### src/hw/rtl/sfr_pkg.sv
`default_nettype none
// ---------------------------------------------------------------------------
// sfr_pkg
// Shared types, constants and helpers for the stream find-and-replace block.
// ---------------------------------------------------------------------------
package sfr_pkg;

   localparam int PATTERN_MAX     = 16;
   localparam int REPLACEMENT_MAX = 16;
   localparam int LEN_W           = 5;
   localparam int IDX_W           = 4;
   localparam int POS_W           = 32;
   localparam int FMS_W           = 33;
   localparam int CSR_INDEX_W     = 3;
   localparam int CSR_DATA_W      = 64;
   localparam int QUEUE_DEPTH     = 4;
   localparam int QPTR_W          = $clog2(QUEUE_DEPTH);
   localparam int QCNT_W          = $clog2(QUEUE_DEPTH + 1);

   localparam logic [CSR_INDEX_W-1:0] CSR_PAT_LO    = 3'd0;
   localparam logic [CSR_INDEX_W-1:0] CSR_PAT_HI    = 3'd1;
   localparam logic [CSR_INDEX_W-1:0] CSR_PAT_LEN   = 3'd2;
   localparam logic [CSR_INDEX_W-1:0] CSR_REP_LO    = 3'd3;
   localparam logic [CSR_INDEX_W-1:0] CSR_REP_HI    = 3'd4;
   localparam logic [CSR_INDEX_W-1:0] CSR_REP_LEN   = 3'd5;
   localparam logic [CSR_INDEX_W-1:0] CSR_FIRST_ONLY = 3'd6;

   localparam logic [LEN_W-1:0] PAT_LEN_RESET = 5'd1;
   localparam logic [FMS_W-1:0] NO_MATCH      = '1;

   typedef struct packed {
      logic [63:0]      pat_lo;
      logic [63:0]      pat_hi;
      logic [LEN_W-1:0] pat_len;
      logic [63:0]      rep_lo;
      logic [63:0]      rep_hi;
      logic [LEN_W-1:0] rep_len;
      logic             first_only;
   } cfg_type;

   // One unit of work for the back end: cnt bytes from the pattern or the
   // replacement text, then optionally the source byte.
   typedef struct packed {
      logic             rep;
      logic [LEN_W-1:0] cnt;
      logic             has_byte;
      logic [7:0]       data;
      logic             last;
      logic [FMS_W-1:0] fms;
   } cmd_type;

   function automatic logic [7:0] pick_byte(logic [63:0] lo, logic [63:0] hi,
                                            logic [IDX_W-1:0] k);
      logic [63:0] word;
      word = k[3] ? hi : lo;
      return word[{k[2:0], 3'b000} +: 8];
   endfunction

   function automatic logic [LEN_W-1:0] sat_len(logic [LEN_W-1:0] len, int max);
      logic [LEN_W-1:0] lim;
      lim = LEN_W'(max);
      return (len > lim) ? lim : len;
   endfunction

endpackage
`default_nettype wire

### src/hw/rtl/sfr_front.sv
`default_nettype none
// ---------------------------------------------------------------------------
// sfr_front
// Matches each request byte against the pattern and issues work commands.
// ---------------------------------------------------------------------------
module sfr_front (
   input  wire logic              clock,
   input  wire logic              reset,
   input  wire sfr_pkg::cfg_type  cfg,
   input  wire logic              req_valid,
   input  wire logic              req_stall,
   input  wire logic [7:0]        req_in_byte,
   input  wire logic              req_in_last,
   output logic                   push,
   output sfr_pkg::cmd_type       cmd
);

   logic [sfr_pkg::IDX_W-1:0] mc_ff, mc_in;
   logic [sfr_pkg::POS_W-1:0] pos_ff, pos_in;
   logic                      found_ff, found_in;
   logic [sfr_pkg::POS_W-1:0] fpos_ff, fpos_in;

   logic [sfr_pkg::LEN_W-1:0] plen, rlen, mc_ext, mc_next;
   logic                      accept, enabled, hit, full;
   logic                      found_new;
   logic [sfr_pkg::POS_W-1:0] fpos_new;

   always_comb begin
      plen    = sfr_pkg::sat_len(cfg.pat_len, sfr_pkg::PATTERN_MAX);
      rlen    = sfr_pkg::sat_len(cfg.rep_len, sfr_pkg::REPLACEMENT_MAX);
      mc_ext  = {1'b0, mc_ff};
      mc_next = mc_ext + 5'd1;
      accept  = req_valid && !req_stall;
      enabled = (plen != '0) && !(cfg.first_only && found_ff) && (mc_ext < plen);
      hit     = enabled &&
                (req_in_byte == sfr_pkg::pick_byte(cfg.pat_lo, cfg.pat_hi, mc_ff));
      full    = hit && (mc_next == plen);

      found_new = found_ff;
      fpos_new  = fpos_ff;
      if (full && !found_ff) begin
         found_new = 1'b1;
         fpos_new  = pos_ff - sfr_pkg::POS_W'(plen) + 32'd1;
      end

      cmd.data = req_in_byte;
      cmd.last = req_in_last;
      cmd.fms  = found_new ? {1'b0, fpos_new} : sfr_pkg::NO_MATCH;
      if (full) begin
         cmd.rep      = 1'b1;
         cmd.cnt      = rlen;
         cmd.has_byte = 1'b0;
         mc_in        = '0;
      end else if (hit) begin
         cmd.rep      = 1'b0;
         cmd.cnt      = req_in_last ? mc_next : '0;
         cmd.has_byte = 1'b0;
         mc_in        = mc_next[sfr_pkg::IDX_W-1:0];
      end else begin
         cmd.rep      = 1'b0;
         cmd.cnt      = mc_ext;
         cmd.has_byte = 1'b1;
         mc_in        = '0;
      end

      push = accept && (req_in_last || cmd.has_byte || (cmd.cnt != '0));

      if (req_in_last) begin
         mc_in    = '0;
         pos_in   = '0;
         found_in = 1'b0;
      end else begin
         pos_in   = pos_ff + 32'd1;
         found_in = found_new;
      end
      fpos_in = fpos_new;
   end

   always_ff @(posedge clock) begin
      if (reset) begin
         mc_ff    <= '0;
         pos_ff   <= '0;
         found_ff <= 1'b0;
      end else if (accept) begin
         mc_ff    <= mc_in;
         pos_ff   <= pos_in;
         found_ff <= found_in;
      end
   end

   always_ff @(posedge clock) begin
      if (accept) begin
         fpos_ff <= fpos_in;
      end
   end

endmodule
`default_nettype wire

### src/hw/rtl/sfr_queue.sv
`default_nettype none
// ---------------------------------------------------------------------------
// sfr_queue
// Small command queue between the matcher and the output sequencer.
// ---------------------------------------------------------------------------
module sfr_queue (
   input  wire logic              clock,
   input  wire logic              reset,
   input  wire logic              push,
   input  wire sfr_pkg::cmd_type  push_cmd,
   input  wire logic              pop,
   output logic                   full,
   output logic                   head_valid,
   output sfr_pkg::cmd_type       head_cmd
);

   sfr_pkg::cmd_type             q_ff [sfr_pkg::QUEUE_DEPTH];
   logic [sfr_pkg::QPTR_W-1:0]   wr_ff, wr_in, rd_ff, rd_in;
   logic [sfr_pkg::QCNT_W-1:0]   cnt_ff, cnt_in;
   logic                         do_pop;

   always_comb begin
      full       = (cnt_ff == sfr_pkg::QCNT_W'(sfr_pkg::QUEUE_DEPTH));
      head_valid = (cnt_ff != '0);
      head_cmd   = q_ff[rd_ff];
      do_pop     = pop && head_valid;
      wr_in      = push ? wr_ff + 1'b1 : wr_ff;
      rd_in      = do_pop ? rd_ff + 1'b1 : rd_ff;
      cnt_in     = cnt_ff + sfr_pkg::QCNT_W'(push) - sfr_pkg::QCNT_W'(do_pop);
   end

   always_ff @(posedge clock) begin
      if (reset) begin
         wr_ff  <= '0;
         rd_ff  <= '0;
         cnt_ff <= '0;
      end else begin
         wr_ff  <= wr_in;
         rd_ff  <= rd_in;
         cnt_ff <= cnt_in;
      end
   end

   always_ff @(posedge clock) begin
      if (push) begin
         q_ff[wr_ff] <= push_cmd;
      end
   end

endmodule
`default_nettype wire

### src/hw/rtl/sfr_back.sv
`default_nettype none
// ---------------------------------------------------------------------------
// sfr_back
// Expands queued commands into response bytes, one per cycle while the response side is not stalled.
// ---------------------------------------------------------------------------
module sfr_back (
   input  wire logic                      clock,
   input  wire logic                      reset,
   input  wire sfr_pkg::cfg_type          cfg,
   input  wire logic                      head_valid,
   input  wire sfr_pkg::cmd_type          head_cmd,
   output logic                           pop,
   output logic                           rsp_valid,
   input  wire logic                      rsp_stall,
   output logic [7:0]                     rsp_out_byte,
   output logic                           rsp_out_byte_valid,
   output logic                           rsp_from_replacement,
   output logic                           rsp_out_last,
   output logic signed [sfr_pkg::FMS_W-1:0] rsp_first_match_start
);

   logic [sfr_pkg::IDX_W-1:0]  step_ff, step_in;
   logic                       valid_ff, valid_in;
   logic [7:0]                 byte_ff, byte_in;
   logic                       bval_ff, bval_in;
   logic                       repl_ff, repl_in;
   logic                       last_ff, last_in;
   logic [sfr_pkg::FMS_W-1:0]  fms_ff, fms_in;

   logic                       load, done;
   logic [sfr_pkg::LEN_W:0]    total, step_ext;

   always_comb begin
      load     = !valid_ff || !rsp_stall;
      total    = {1'b0, head_cmd.cnt} + {{sfr_pkg::LEN_W{1'b0}}, head_cmd.has_byte};
      step_ext = {2'b00, step_ff};
      done     = (total == '0) || (step_ext == total - 1'b1);
      pop      = load && head_valid && done;

      valid_in = valid_ff;
      step_in  = step_ff;
      byte_in  = byte_ff;
      bval_in  = bval_ff;
      repl_in  = repl_ff;
      last_in  = last_ff;
      fms_in   = fms_ff;

      if (load) begin
         valid_in = head_valid;
         if (head_valid) begin
            step_in = done ? '0 : step_ff + 1'b1;
            if (total == '0) begin
               byte_in = '0;
               bval_in = 1'b0;
               repl_in = 1'b0;
            end else if ({1'b0, step_ff} < head_cmd.cnt) begin
               byte_in = head_cmd.rep ?
                         sfr_pkg::pick_byte(cfg.rep_lo, cfg.rep_hi, step_ff) :
                         sfr_pkg::pick_byte(cfg.pat_lo, cfg.pat_hi, step_ff);
               bval_in = 1'b1;
               repl_in = head_cmd.rep;
            end else begin
               byte_in = head_cmd.data;
               bval_in = 1'b1;
               repl_in = 1'b0;
            end
            last_in = done && head_cmd.last;
            fms_in  = (done && head_cmd.last) ? head_cmd.fms : '0;
         end
      end
   end

   always_ff @(posedge clock) begin
      if (reset) begin
         valid_ff <= 1'b0;
         step_ff  <= '0;
      end else begin
         valid_ff <= valid_in;
         step_ff  <= step_in;
      end
   end

   always_ff @(posedge clock) begin
      byte_ff <= byte_in;
      bval_ff <= bval_in;
      repl_ff <= repl_in;
      last_ff <= last_in;
      fms_ff  <= fms_in;
   end

   assign rsp_valid             = valid_ff;
   assign rsp_out_byte          = byte_ff;
   assign rsp_out_byte_valid    = bval_ff;
   assign rsp_from_replacement  = repl_ff;
   assign rsp_out_last          = last_ff;
   assign rsp_first_match_start = fms_ff;

endmodule
`default_nettype wire

### src/hw/rtl/stream_find_replace.sv
`default_nettype none
// An accepted request's command goes through the command queue and then the
// output register. Throughput: one request per cycle while the 4-entry queue
// is not full; the sequencer emits one response per cycle unless rsp_stall
// holds it, up to 16 for a request, so the queue lets requests flow meanwhile.
// Reset: synchronous; clears match state, queue and output, and returns all
// registers to their reset values (pattern length 1, others 0).
// ---------------------------------------------------------------------------
// stream_find_replace
// Streaming byte find-and-replace with first-match position reporting.
// ---------------------------------------------------------------------------
module stream_find_replace (
   input  wire logic                                 clock,
   input  wire logic                                 reset,
   input  wire logic                                 req_valid,
   output logic                                      req_stall,
   input  wire logic [7:0]                           req_in_byte,
   input  wire logic                                 req_in_last,
   output logic                                      rsp_valid,
   input  wire logic                                 rsp_stall,
   output logic [7:0]                                rsp_out_byte,
   output logic                                      rsp_out_byte_valid,
   output logic                                      rsp_from_replacement,
   output logic                                      rsp_out_last,
   output logic signed [sfr_pkg::FMS_W-1:0]          rsp_first_match_start,
   input  wire logic                                 csr_write_enable,
   input  wire logic [sfr_pkg::CSR_INDEX_W-1:0]      csr_index,
   input  wire logic [sfr_pkg::CSR_DATA_W-1:0]       csr_write_data
);

   sfr_pkg::cfg_type cfg_ff, cfg_in;
   sfr_pkg::cmd_type front_cmd, head_cmd;
   logic             push, pop, q_full, head_valid;

   always_comb begin
      cfg_in = cfg_ff;
      if (csr_write_enable) begin
         case (csr_index)
            sfr_pkg::CSR_PAT_LO:     cfg_in.pat_lo     = csr_write_data;
            sfr_pkg::CSR_PAT_HI:     cfg_in.pat_hi     = csr_write_data;
            sfr_pkg::CSR_PAT_LEN:    cfg_in.pat_len    = csr_write_data[sfr_pkg::LEN_W-1:0];
            sfr_pkg::CSR_REP_LO:     cfg_in.rep_lo     = csr_write_data;
            sfr_pkg::CSR_REP_HI:     cfg_in.rep_hi     = csr_write_data;
            sfr_pkg::CSR_REP_LEN:    cfg_in.rep_len    = csr_write_data[sfr_pkg::LEN_W-1:0];
            sfr_pkg::CSR_FIRST_ONLY: cfg_in.first_only = csr_write_data[0];
            default: ;
         endcase
      end
   end

   always_ff @(posedge clock) begin
      if (reset) begin
         cfg_ff.pat_lo     <= '0;
         cfg_ff.pat_hi     <= '0;
         cfg_ff.pat_len    <= sfr_pkg::PAT_LEN_RESET;
         cfg_ff.rep_lo     <= '0;
         cfg_ff.rep_hi     <= '0;
         cfg_ff.rep_len    <= '0;
         cfg_ff.first_only <= 1'b0;
      end else begin
         cfg_ff <= cfg_in;
      end
   end

   assign req_stall = q_full;

   sfr_front u_front (
      .clock       (clock),
      .reset       (reset),
      .cfg         (cfg_ff),
      .req_valid   (req_valid),
      .req_stall   (req_stall),
      .req_in_byte (req_in_byte),
      .req_in_last (req_in_last),
      .push        (push),
      .cmd         (front_cmd)
   );

   sfr_queue u_queue (
      .clock      (clock),
      .reset      (reset),
      .push       (push),
      .push_cmd   (front_cmd),
      .pop        (pop),
      .full       (q_full),
      .head_valid (head_valid),
      .head_cmd   (head_cmd)
   );

   sfr_back u_back (
      .clock                 (clock),
      .reset                 (reset),
      .cfg                   (cfg_ff),
      .head_valid            (head_valid),
      .head_cmd              (head_cmd),
      .pop                   (pop),
      .rsp_valid             (rsp_valid),
      .rsp_stall             (rsp_stall),
      .rsp_out_byte          (rsp_out_byte),
      .rsp_out_byte_valid    (rsp_out_byte_valid),
      .rsp_from_replacement  (rsp_from_replacement),
      .rsp_out_last          (rsp_out_last),
      .rsp_first_match_start (rsp_first_match_start)
   );

endmodule
`default_nettype wire

### config.mk
export PLATFORM = sky130hd
export DESIGN_NAME = stream_find_replace
export DESIGN_NICKNAME = d
export VERILOG_FILES = /design/src/hw/rtl/sfr_pkg.sv /design/src/hw/rtl/sfr_front.sv /design/src/hw/rtl/sfr_queue.sv /design/src/hw/rtl/sfr_back.sv /design/src/hw/rtl/stream_find_replace.sv
export SDC_FILE = /design/constraint.sdc
export NUM_CORES = 1
export LEC_CHECK = 0
export BUFFER_PORTS_ARGS = -buffer_cell sky130_fd_sc_hd__buf_4
export CAP_MARGIN = 20
export CORE_MARGIN = 3
export CORE_UTILIZATION = 47
export DETAILED_ROUTE_END_ITERATION = 8
export GPL_TIMING_DRIVEN = 0
export PLACE_DENSITY = 0.62
export SYNTH_ARGS = -nofsm -noshare
export SYNTH_HDL_FRONTEND = slang
export SYNTH_SLANG_ARGS = --single-unit
### constraint.sdc
create_clock -name clock -period 10.3 [get_ports clock]
set_input_delay 1.545 -clock clock [delete_from_list [all_inputs] [get_ports clock]]
set_output_delay 1.545 -clock clock [all_outputs]
set_load 0.01 [all_outputs]
* After elaboration in Yosys (flattened, before gate mapping)
Memory sizes are Yosys's and may differ from the RTL's. A register that Yosys moved wholly into a read port is not among the register bits.
Index checks and enable logic that the tools add are counted.
W data, S select, Z words.
** Operators by class
- Add/subtract/negate cells :: 11
- Multiply operators :: 0
- Divide/modulo/power cells :: 0
- Magnitude comparators :: 4
- Equal/unequal tests :: 10
- Shift-type cells :: 3
- Muxes and demuxes :: 24
- Bitwise logic cells :: 1
- Reduce and logical (&&, ||, !) cells :: 35
** Operators with widths (count)
- $mux W64 :: 3
- $shiftx A64 B7 Y8 :: 3
- $add A32 B1 Y32 const B :: 2
- $mux W32 :: 2
- $mux W33 :: 1
- $sub A32 B5 Y32 :: 1
- $mux W4 :: 4
- $mux W8 :: 2
- $reduce_and A2 Y1 :: 8
- $mux W5 :: 3
- $eq A3 B3 Y1 const B :: 4
- $logic_and A1 B1 Y1 :: 12
- $gt A5 B5 Y1 const B :: 2
- $lt A4 B5 Y1 :: 2
- $reduce_bool A5 Y1 :: 2
- $eq A8 B8 Y1 :: 1
- $mux W7 :: 1
- $add A5 B1 Y6 :: 1
- $eq A3 B2 Y1 const B :: 2
- $eq A4 B6 Y1 :: 1
- $logic_not A6 Y1 :: 1
- $mux W6 :: 1
- $sub A6 B1 Y6 const B :: 1
- $add A4 B1 Y5 const B :: 1
- other kinds (14) :: 27
** Storage, ports and cells
- Flip-flop bits (word level) :: 392
- Latch bits :: 0
- Memory bits (writable) :: 196
- Memory bits (read-only) :: 0
- Bits of input ports :: 81
- Output and inout bits :: 46
- Logic and storage cells :: 110
- Memories kept :: 1
** Memories
- u_queue.q_ff :: words 4, bits a word 49, rd ports 1, clocked after Yosys merged registers in 1, wr ports 1, line sfr_queue.sv:17 : sfr_pkg::cmd_type q_ff [sfr_pkg::QUEUE_DEPTH];

* Longest topological paths before layout
Gate-level depths: netlist (run 1).
- Word-level depth :: 13
- Gate-level depth with buffers :: 22
- Depth with buffers taken out :: 19

* Hierarchy
From an unflattened synthesis (run 1), not the netlist that was laid out.
** Unflattened totals
- Cells, all modules :: 2380
- Area, all modules :: 29716.0 um^2
** Modules (own cells, without submodules)
- stream_find_replace :: times used 1, cells each 946, area each 10528.8 um^2, sequential area each 5345.1 um^2
- sfr_queue :: times used 1, cells each 302, area each 7568.5 um^2, sequential area each 6065.8 um^2
- sfr_front :: times used 1, cells each 722, area each 6836.6 um^2, sequential area each 1701.6 um^2
- sfr_back :: times used 1, cells each 410, area each 4782.1 um^2, sequential area each 1421.4 um^2

* Least setup slack after synthesis (run 1)
No wires, ideal clock.
- Path kind :: reg-to-reg
- From :: reg with a tool-made name
- To :: reg u_queue.cnt_ff[2] in the netlist's numbering
- Library setup time :: 0.128 ns
- Arrival :: 5.083 ns
- Required time :: 10.172 ns
- Slack :: 5.090 ns
- Cell stages (with the launch flop) :: 23
- Buffers on the path :: 3
- Clock period less this slack :: 5.210 ns
- Path through :: dfxtp_1 buf_2 buf_2 buf_1 mux4_2 ha_1 ha_1 inv_1 ha_1 xnor2_1 o21ai_0 a31oi_1 nor3_1 o31a_1 a41oi_2 nor2_1 ha_1 inv_1 ha_1 fa_1 xnor2_1 xnor2_1 nor2_1
** RTL lines
- to (signal assigned) :: line sfr_queue.sv:40 : cnt_ff <= cnt_in;
- to (decl) :: line sfr_queue.sv:19 : logic [sfr_pkg::QCNT_W-1:0] cnt_ff, cnt_in;

==> results.tsv, run 1 <==
stage	metric	value	unit
run_status	run status	finished clean	
clock_network	total setup buffers inserted after CTS	0	
route	initial drt markers	1707	
finish	post-route insts no fill	3585	
timing	RSZ-0062 raised after global routing	no	
route	vias	20700	
power	LEAKAGE	10.8	nW
timing	Tcrit/Tclk final	61.2	%
logic_synthesis	Synth Net Count	2726	
finish	Post-Layout Inst Area	32200	sq um
critical_path	Setup Crit Path Kind	flop to flop	
critical_path	critical-path cell list	buf_2 -> buf_2 -> buf_1 -> mux4_2 -> ha_1 -> ha_1 -> inv_1 -> ha_1 -> xnor2_1 -> o21ai_0 -> a31oi_1 -> nor3_1 -> o31a_1 -> a41oi_2 -> nor2_1 -> ha_1 -> inv_1 -> ha_1 -> fa_1 -> xnor2_1 -> xnor2_1 -> nor2_1	
timing	Final setup viols	0	
power	total power	6.23	mW
place	dpl ws	3.97	ns
timing	max_slew headroom	28.3	%
route	Vias per Instance	5.78	
logic_synthesis	post-synthesis cell area	27800	sq um
timing	final worst-path setup slack	4.00	ns
route	# DRC	0	
logic_synthesis	top cells by area, synth	edfxtp_1, dfxtp_1, mux4_2	
route	Avg WL per Cell	23.3	um
hold_path	worst hold start	cfg_ff[105]	
power	pwr dens	194	nW/um^2
critical_path	crit start category	flop	
global_route	vias in the first global route	20100	
clock_network	hold buffers post-CTS	0	
global_route	global-route wire length before repair	124000	um
route	Pre-antenna DRT Iters	6	
timing	fmax	159	MHz
clock_network	post-CTS sizing	0	
hold_path	Hold WC Path Type	flop to flop	
timing	final slew viol count	0	
clock_network	clock sinks	590	
logic_synthesis	syn_area_per_cell	10.9	sq um
logic_synthesis	asr flop ratio synth	0	%
critical_path	CP required	10.76	ns
critical_path	Crit path max-delay family	adder cells	
timing	Final Hold Vio Count	0	
timing	Slew @ Worst Pin	1.07	ns
global_route	largest net degree at the start of global routing	50	
global_route	initial antenna violation count	1	
clock_network	CTS max path bufs	3	
logic_synthesis	count of state elements after synthesis	590	
timing	post-layout minimum cycle time	6.30	ns
die	boundary pin count	127	
die	initial core utilization	47.9	%
finish	fillers	5070	
critical_path	reg2reg setup slack	4.00	ns
critical_path	reg2reg end	u_queue.cnt_ff[2]	
die	die area	62200	sq um
logic_synthesis	Synth cell types	71	
finish	Area growth, synth to finish	15.5	%
finish	commonest non-fill, non-tap cell in the layout	nand2_1	
finish	Util after Layout	55.3	%
global_route	gr usage total	26.3	%
critical_path	Slowest cell on crit path	buf_1	
finish	layout cell share with drive strength beyond 1	16.0	%
critical_path	Worst Setup End Kind	flop	
logic_synthesis	Synth area leader	edfxtp_1	
hold_path	hold path depth	2	
place	RePlAce Congestion	0.971	
route	final WL	83400	um
critical_path	worst-path fanout max	10	
die	Core Region	58100	sq um
critical_path	slowest stage delay, CP	0.71	ns
timing	Worst Skew	0.0287	ns
route	Post-DRT Antenna Nets	0	
logic_synthesis	Post-synth EDFFs	272	
die	die width	249	um
clock_network	Clock Tree Root	clkbuf_16	
place	Port Buf Inserts	123	
critical_path	arrival time at the worst endpoint	6.76	ns
logic_synthesis	Yosys Warn Count	0	
critical_path	Worst R2R Path Depth	22	
critical_path	Buf/Inv on CP	5	
timing	Worst Hold Slack	0.453	ns
hold_path	Hold Crit Endpoint	cfg_ff[105]	
place	DP Cell Count	3459	
logic_synthesis	register area share after synthesis	52.2	%
clock_network	CTS tree	yes	
finish	layout net count	2927	
logic_synthesis	Mapped Cells	2564	
place	dpl hpwl	61200	um
clock_network	Num CTS Buffers	66	
place	placed cell area	29900	sq um
clock_network	clk_lat worst skew	0.62	ns
run	max_cap viols	0	
die	row count	88	
finish	most frequent cells in the layout	nand2_1, dfxtp_1, a21oi_1, edfxtp_1, mux4_2	
logic_synthesis	Synth top area share	29.3	%
logic_synthesis	top_reg_cell synth	dfxtp_1	
power	Max rail drop VDD	0.142	mV
global_route	total congestion overflow	0	
critical_path	most frequent CP cell	ha_1	
clock_network	H-tree depth	3	
die	Die Ht	249	um
timing	Sum Neg Setup Slack	0	ns
clock_network	CTS clk-pin slew, worst paths	0.06	ns
==> synthesized netlist by cell type, types with 3 or more instances <==
library cell  instances
a211o_1               3
a211oi_1             14
a21o_1               16
a21oi_1             315
a22oi_1               9
a31o_2                7
a31oi_1              10
and2_1               11
and3_1               11
and4_1                4
buf_1                18
buf_2                15
buf_4                 6
clkbuf_1            124
dfxtp_1             318
edfxtp_1            272
ha_1                 79
inv_1                83
mux2_2               15
mux2i_1              48
mux4_2              155
nand2_1             590
nand2b_1             23
nand3_1              34
nand3b_1              4
nand4_1              11
nand4b_1              3
nor2_1               94
nor2b_1              48
nor3_1               30
nor3b_1               5
nor4_1                6
o211ai_1              8
o21a_1                5
o21ai_0              42
o21bai_1              4
o31a_1                7
or3_1                 4
xnor2_1              53
xor2_1               23
==> power by group <==
| part | switching (mW) | total, mW | internal, mW | leakage (nW) |
|---|---|---|---|---|
| sequential | 0.0684 | 2.77 | 2.70 | 4.79 |
| clock | 0.982 | 2.42 | 1.43 | 1.08 |
| combinational | 0.630 | 1.04 | 0.410 | 4.98 |
==> final cells by class <==
cell class                      count  area [sq um]  area share, %
Antenna cell                        1          2.50        0.00778
Buffer                            165           676           2.10
Clock buffer                      100          1930           6.01
Clock inverter                     22           287          0.891
Inverter                           84           315          0.980
Multi-Input combinational cell   1725         12300           38.4
Sequential cell                   590         14500           45.2
Tap cell                          765           957           2.98
Timing Repair Buffer              133          1120           3.49
==> metal layers <==
| metal | routed length (um) | up-vias | track usage [%] |
|---|---|---|---|
| li1 | - | 9539 | - |
| met1 | 32800 | 10100 | 33.6 |
| met2 | 40800 | 863 | 44.7 |
| met3 | 6250 | 182 | 3.93 |
| met4 | 3510 | 0 | 11.1 |
| met5 | 0 | - | 0 |
==> kinds of logic (layout without fill, tap and decap cells) <==
group / after synthesis / count (layout) / share of synthesized area (%)
AOI/OAI and AO/OA: 462 / 462 / 9.51
xor gates and xnor gates: 76 / 76 / 2.39
adders and majority gates: 81 / 81 / 3.69
buffers and inverters: 249 / 504 / 3.56
DFF: 590 / 590 / 52.2
muxes: 219 / 219 / 14.9
other: 0 / 1 / 0
and+or+nand+nor: 887 / 887 / 13.7
==> tightest hold or removal path: stages, from the launching register on <==
cell and delay (ns):
dfxtp_1 0.30, nand2_1 0.05, a21oi_1 0.05
==> sequential cells by signal, indices dropped and copies added (netlist names), 3 cells and up, named ones only <==
| register | flops |
|---|---|
| u_front.pos_ff | 32 |
| u_queue.cnt_ff | 3 |
| cfg_ff | 267 |
| u_back.rsp_out_byte | 8 |
| u_front.mc_ff | 4 |
| u_front.fpos_ff | 32 |
| u_back.step_ff | 4 |
| u_queue.q_ff | 196 |
| u_back.rsp_first_match_start | 33 |
==> how the worst max path moves through the flow <==
stage	startpoint	end	slack, ns	cells past startpoint
after floorplan	flop	u_queue.cnt_ff[2]	5.09	22
after global placement	flop	u_queue.cnt_ff[2]	4.07	22
after detailed placement	flop	u_queue.cnt_ff[2]	3.97	22
after CTS	flop	u_queue.cnt_ff[2]	3.87	22
after global routing	flop	u_queue.cnt_ff[2]	3.46	22
final	flop	u_queue.cnt_ff[2]	4.00	22
Power figures use the tool's default switching activity.
==> inputs of run 2 (changes only) <==
==> constraint.sdc (replaced) <==
create_clock -name clock -period 6.5 [get_ports clock]
set_input_delay 0.975 -clock clock [delete_from_list [all_inputs] [get_ports clock]]
set_output_delay 0.975 -clock clock [all_outputs]
set_load 0.01 [all_outputs]
==> results.tsv, run 2 (synthesis gave the netlist of run 1 again) <==
stage	metric	value	unit	change
critical_path	reg2reg setup slack	0.59	ns	-3.41 ns
clock_network	clock sinks	590		unchanged
finish	max reg flops	267		unchanged
critical_path	Setup Crit Path Kind	flop to flop		
critical_path	reg2reg end	u_queue.cnt_ff[2]		
die	die width	249	um	unchanged
timing	Final Hold Vio Count	0		unchanged
finish	Reg with most FFs	cfg_ff		
clock_network	Clock Tree Root	clkbuf_16		
timing	Sum Neg Setup Slack	0	ns	unchanged
place	dpl ws	0.173	ns	-3.80 ns
finish	Util after Layout	55.3	%	unchanged
critical_path	arrival time at the worst endpoint	6.37	ns	-0.39 ns
die	Die Ht	249	um	unchanged
timing	post-layout minimum cycle time	5.91	ns	-0.393 ns
route	Pre-antenna DRT Iters	7		+1
finish	most frequent cells in the layout	nand2_1, dfxtp_1, a21oi_1, edfxtp_1, mux4_2		
global_route	global-route wire length before repair	124000	um	unchanged
hold_path	hold path depth	2		unchanged
route	Avg WL per Cell	23.3	um	about the same
global_route	gr usage total	26.3	%	unchanged
place	dpl hpwl	61200	um	unchanged
timing	final slew viol count	0		unchanged
route	vias	20600		-0.45%
die	boundary pin count	127		unchanged
die	Core Region	58100	sq um	unchanged
critical_path	Worst R2R Path Depth	21		-4.5%
critical_path	Worst Setup End Kind	flop		
clock_network	H-tree depth	3		unchanged
finish	commonest non-fill, non-tap cell in the layout	nand2_1		
route	Post-DRT Antenna Nets	0		unchanged
clock_network	CTS clk-pin slew, worst paths	0.06	ns	about the same
route	# DRC	0		unchanged
clock_network	Num CTS Buffers	66		unchanged
timing	RSZ-0062 raised after global routing	no		
clock_network	CTS tree	yes		
place	DP Cell Count	3459		unchanged
die	row count	88		unchanged
place	Port Buf Inserts	123		unchanged
timing	final worst-path setup slack	0.593	ns	-3.41 ns
route	Vias per Instance	5.76		-0.45%
route	final WL	83400	um	about the same
timing	Final setup viols	0		unchanged
critical_path	CP required	6.96	ns	-3.80 ns
finish	layout cell share with drive strength beyond 1	16.0	%	+0.041 points
timing	Worst Skew	0.0279	ns	-0.000750 ns
timing	Slew @ Worst Pin	1.11	ns	+0.0320 ns
route	initial drt markers	1666		-2.4%
timing	fmax	169	MHz	+6.7%
global_route	largest net degree at the start of global routing	50		unchanged
timing	Tcrit/Tclk final	90.9	%	+30 points
global_route	vias in the first global route	20100		unchanged
die	initial core utilization	47.9	%	unchanged
timing	max_slew headroom	26.2	%	-2.1 points
clock_network	CTS max path bufs	3		unchanged
finish	post-route insts no fill	3585		unchanged
run_status	run status	finished clean		
power	LEAKAGE	10.8	nW	about the same
clock_network	clk_lat worst skew	0.62	ns	about the same
hold_path	Hold WC Path Type	flop to flop		
global_route	initial antenna violation count	1		unchanged
finish	layout net count	2926		-0.034%
critical_path	CP Capture Point	u_queue.cnt_ff[2]		
run	max_cap viols	0		unchanged
power	Max rail drop VDD	0.225	mV	+58%
power	pwr dens	307	nW/um^2	+58%
clock_network	total setup buffers inserted after CTS	0		unchanged
finish	fillers	5068		-0.039%
critical_path	worst-path fanout max	10		unchanged
place	RePlAce Congestion	0.971		unchanged
die	die area	62200	sq um	unchanged
finish	Area growth, synth to finish	15.5	%	unchanged
critical_path	crit start category	flop		
global_route	total congestion overflow	0		unchanged
[run 2: worst max-delay path, stage by stage, from the launching register on]
cell and delay [ns]:
dfxtp_1 0.42, clkbuf_1 0.57, clkbuf_2 0.41, mux4_2 0.40
ha_1 0.26, ha_1 0.30, inv_1 0.05, ha_1 0.23
xnor2_1 0.28, o21ai_0 0.14, a31oi_1 0.16, nor3_1 0.07
o31a_1 0.33, a41oi_2 0.50, nor2_1 0.26, ha_1 0.35
inv_1 0.04, ha_1 0.18, fa_1 0.39, xnor2_1 0.20
xnor2_1 0.14, nor2_1 0.05
[run 2: metrics by stage]
step           instance area [sq um]  power (mW)  hold WS, ns
6_report                       32200        9.86        0.454
5_1_grt                        32200        10.2        0.466
4_1_cts                        32100        9.94        0.455
3_5_place_dp                   29900        6.13        0.443
3_3_place_gp                   29700        6.07        0.438
2_1_floorplan                  27800        5.41        0.433
[run 2: timing repair]
item                                    4_1_cts  5_1_grt
hold buffers                                  0        0
gates resized for setup                       0        2
hold endpoints to repair                      0        0
endpoints found under the setup margin        0        2
[run 2: area by class of cell]
type	instances	area, sq um	area share (%)
Multi-Input combinational cell	1725	12300	38.4
Antenna cell	2	5.00	0.0156
Clock inverter	22	287	0.891
Tap cell	765	957	2.98
Sequential cell	590	14500	45.2
Clock buffer	100	1930	6.01
Inverter	84	315	0.980
Buffer	164	673	2.09
Timing Repair Buffer	133	1120	3.49
[run 2: report_power, final]
part / total, mW / switching, mW / internal (mW)
registers: 4.39 / 0.108 / 4.28
logic: 1.65 / 0.999 / 0.650
clock network: 3.82 / 1.55 / 2.27
total: 9.86 / 2.66 / 7.20
[run 2: metal layers]
layer	share of wire, %	up-vias	routed length (um)	global-route usage, %
met1	39	10100	32900	33.6
met4	4.2	0	3480	11.1
met2	49	857	40800	44.7
met5	0	-	0	0
li1	-	9538	-	-
met3	7.4	180	6140	3.93
[run 2: worst min-delay path by stage]
| stage | slack [ns] | from | endpoint |
|---|---|---|---|
| after global routing | 0.47 | cfg_ff[87] | cfg_ff[87] |
| final | 0.45 | cfg_ff[105] | cfg_ff[105] |
| after global placement | 0.44 | cfg_ff[129] | cfg_ff[129] |
| after detailed placement | 0.44 | cfg_ff[119] | cfg_ff[119] |
| after CTS | 0.45 | cfg_ff[105] | cfg_ff[105] |
| after floorplan | 0.43 | cfg_ff[100] | cfg_ff[100] |
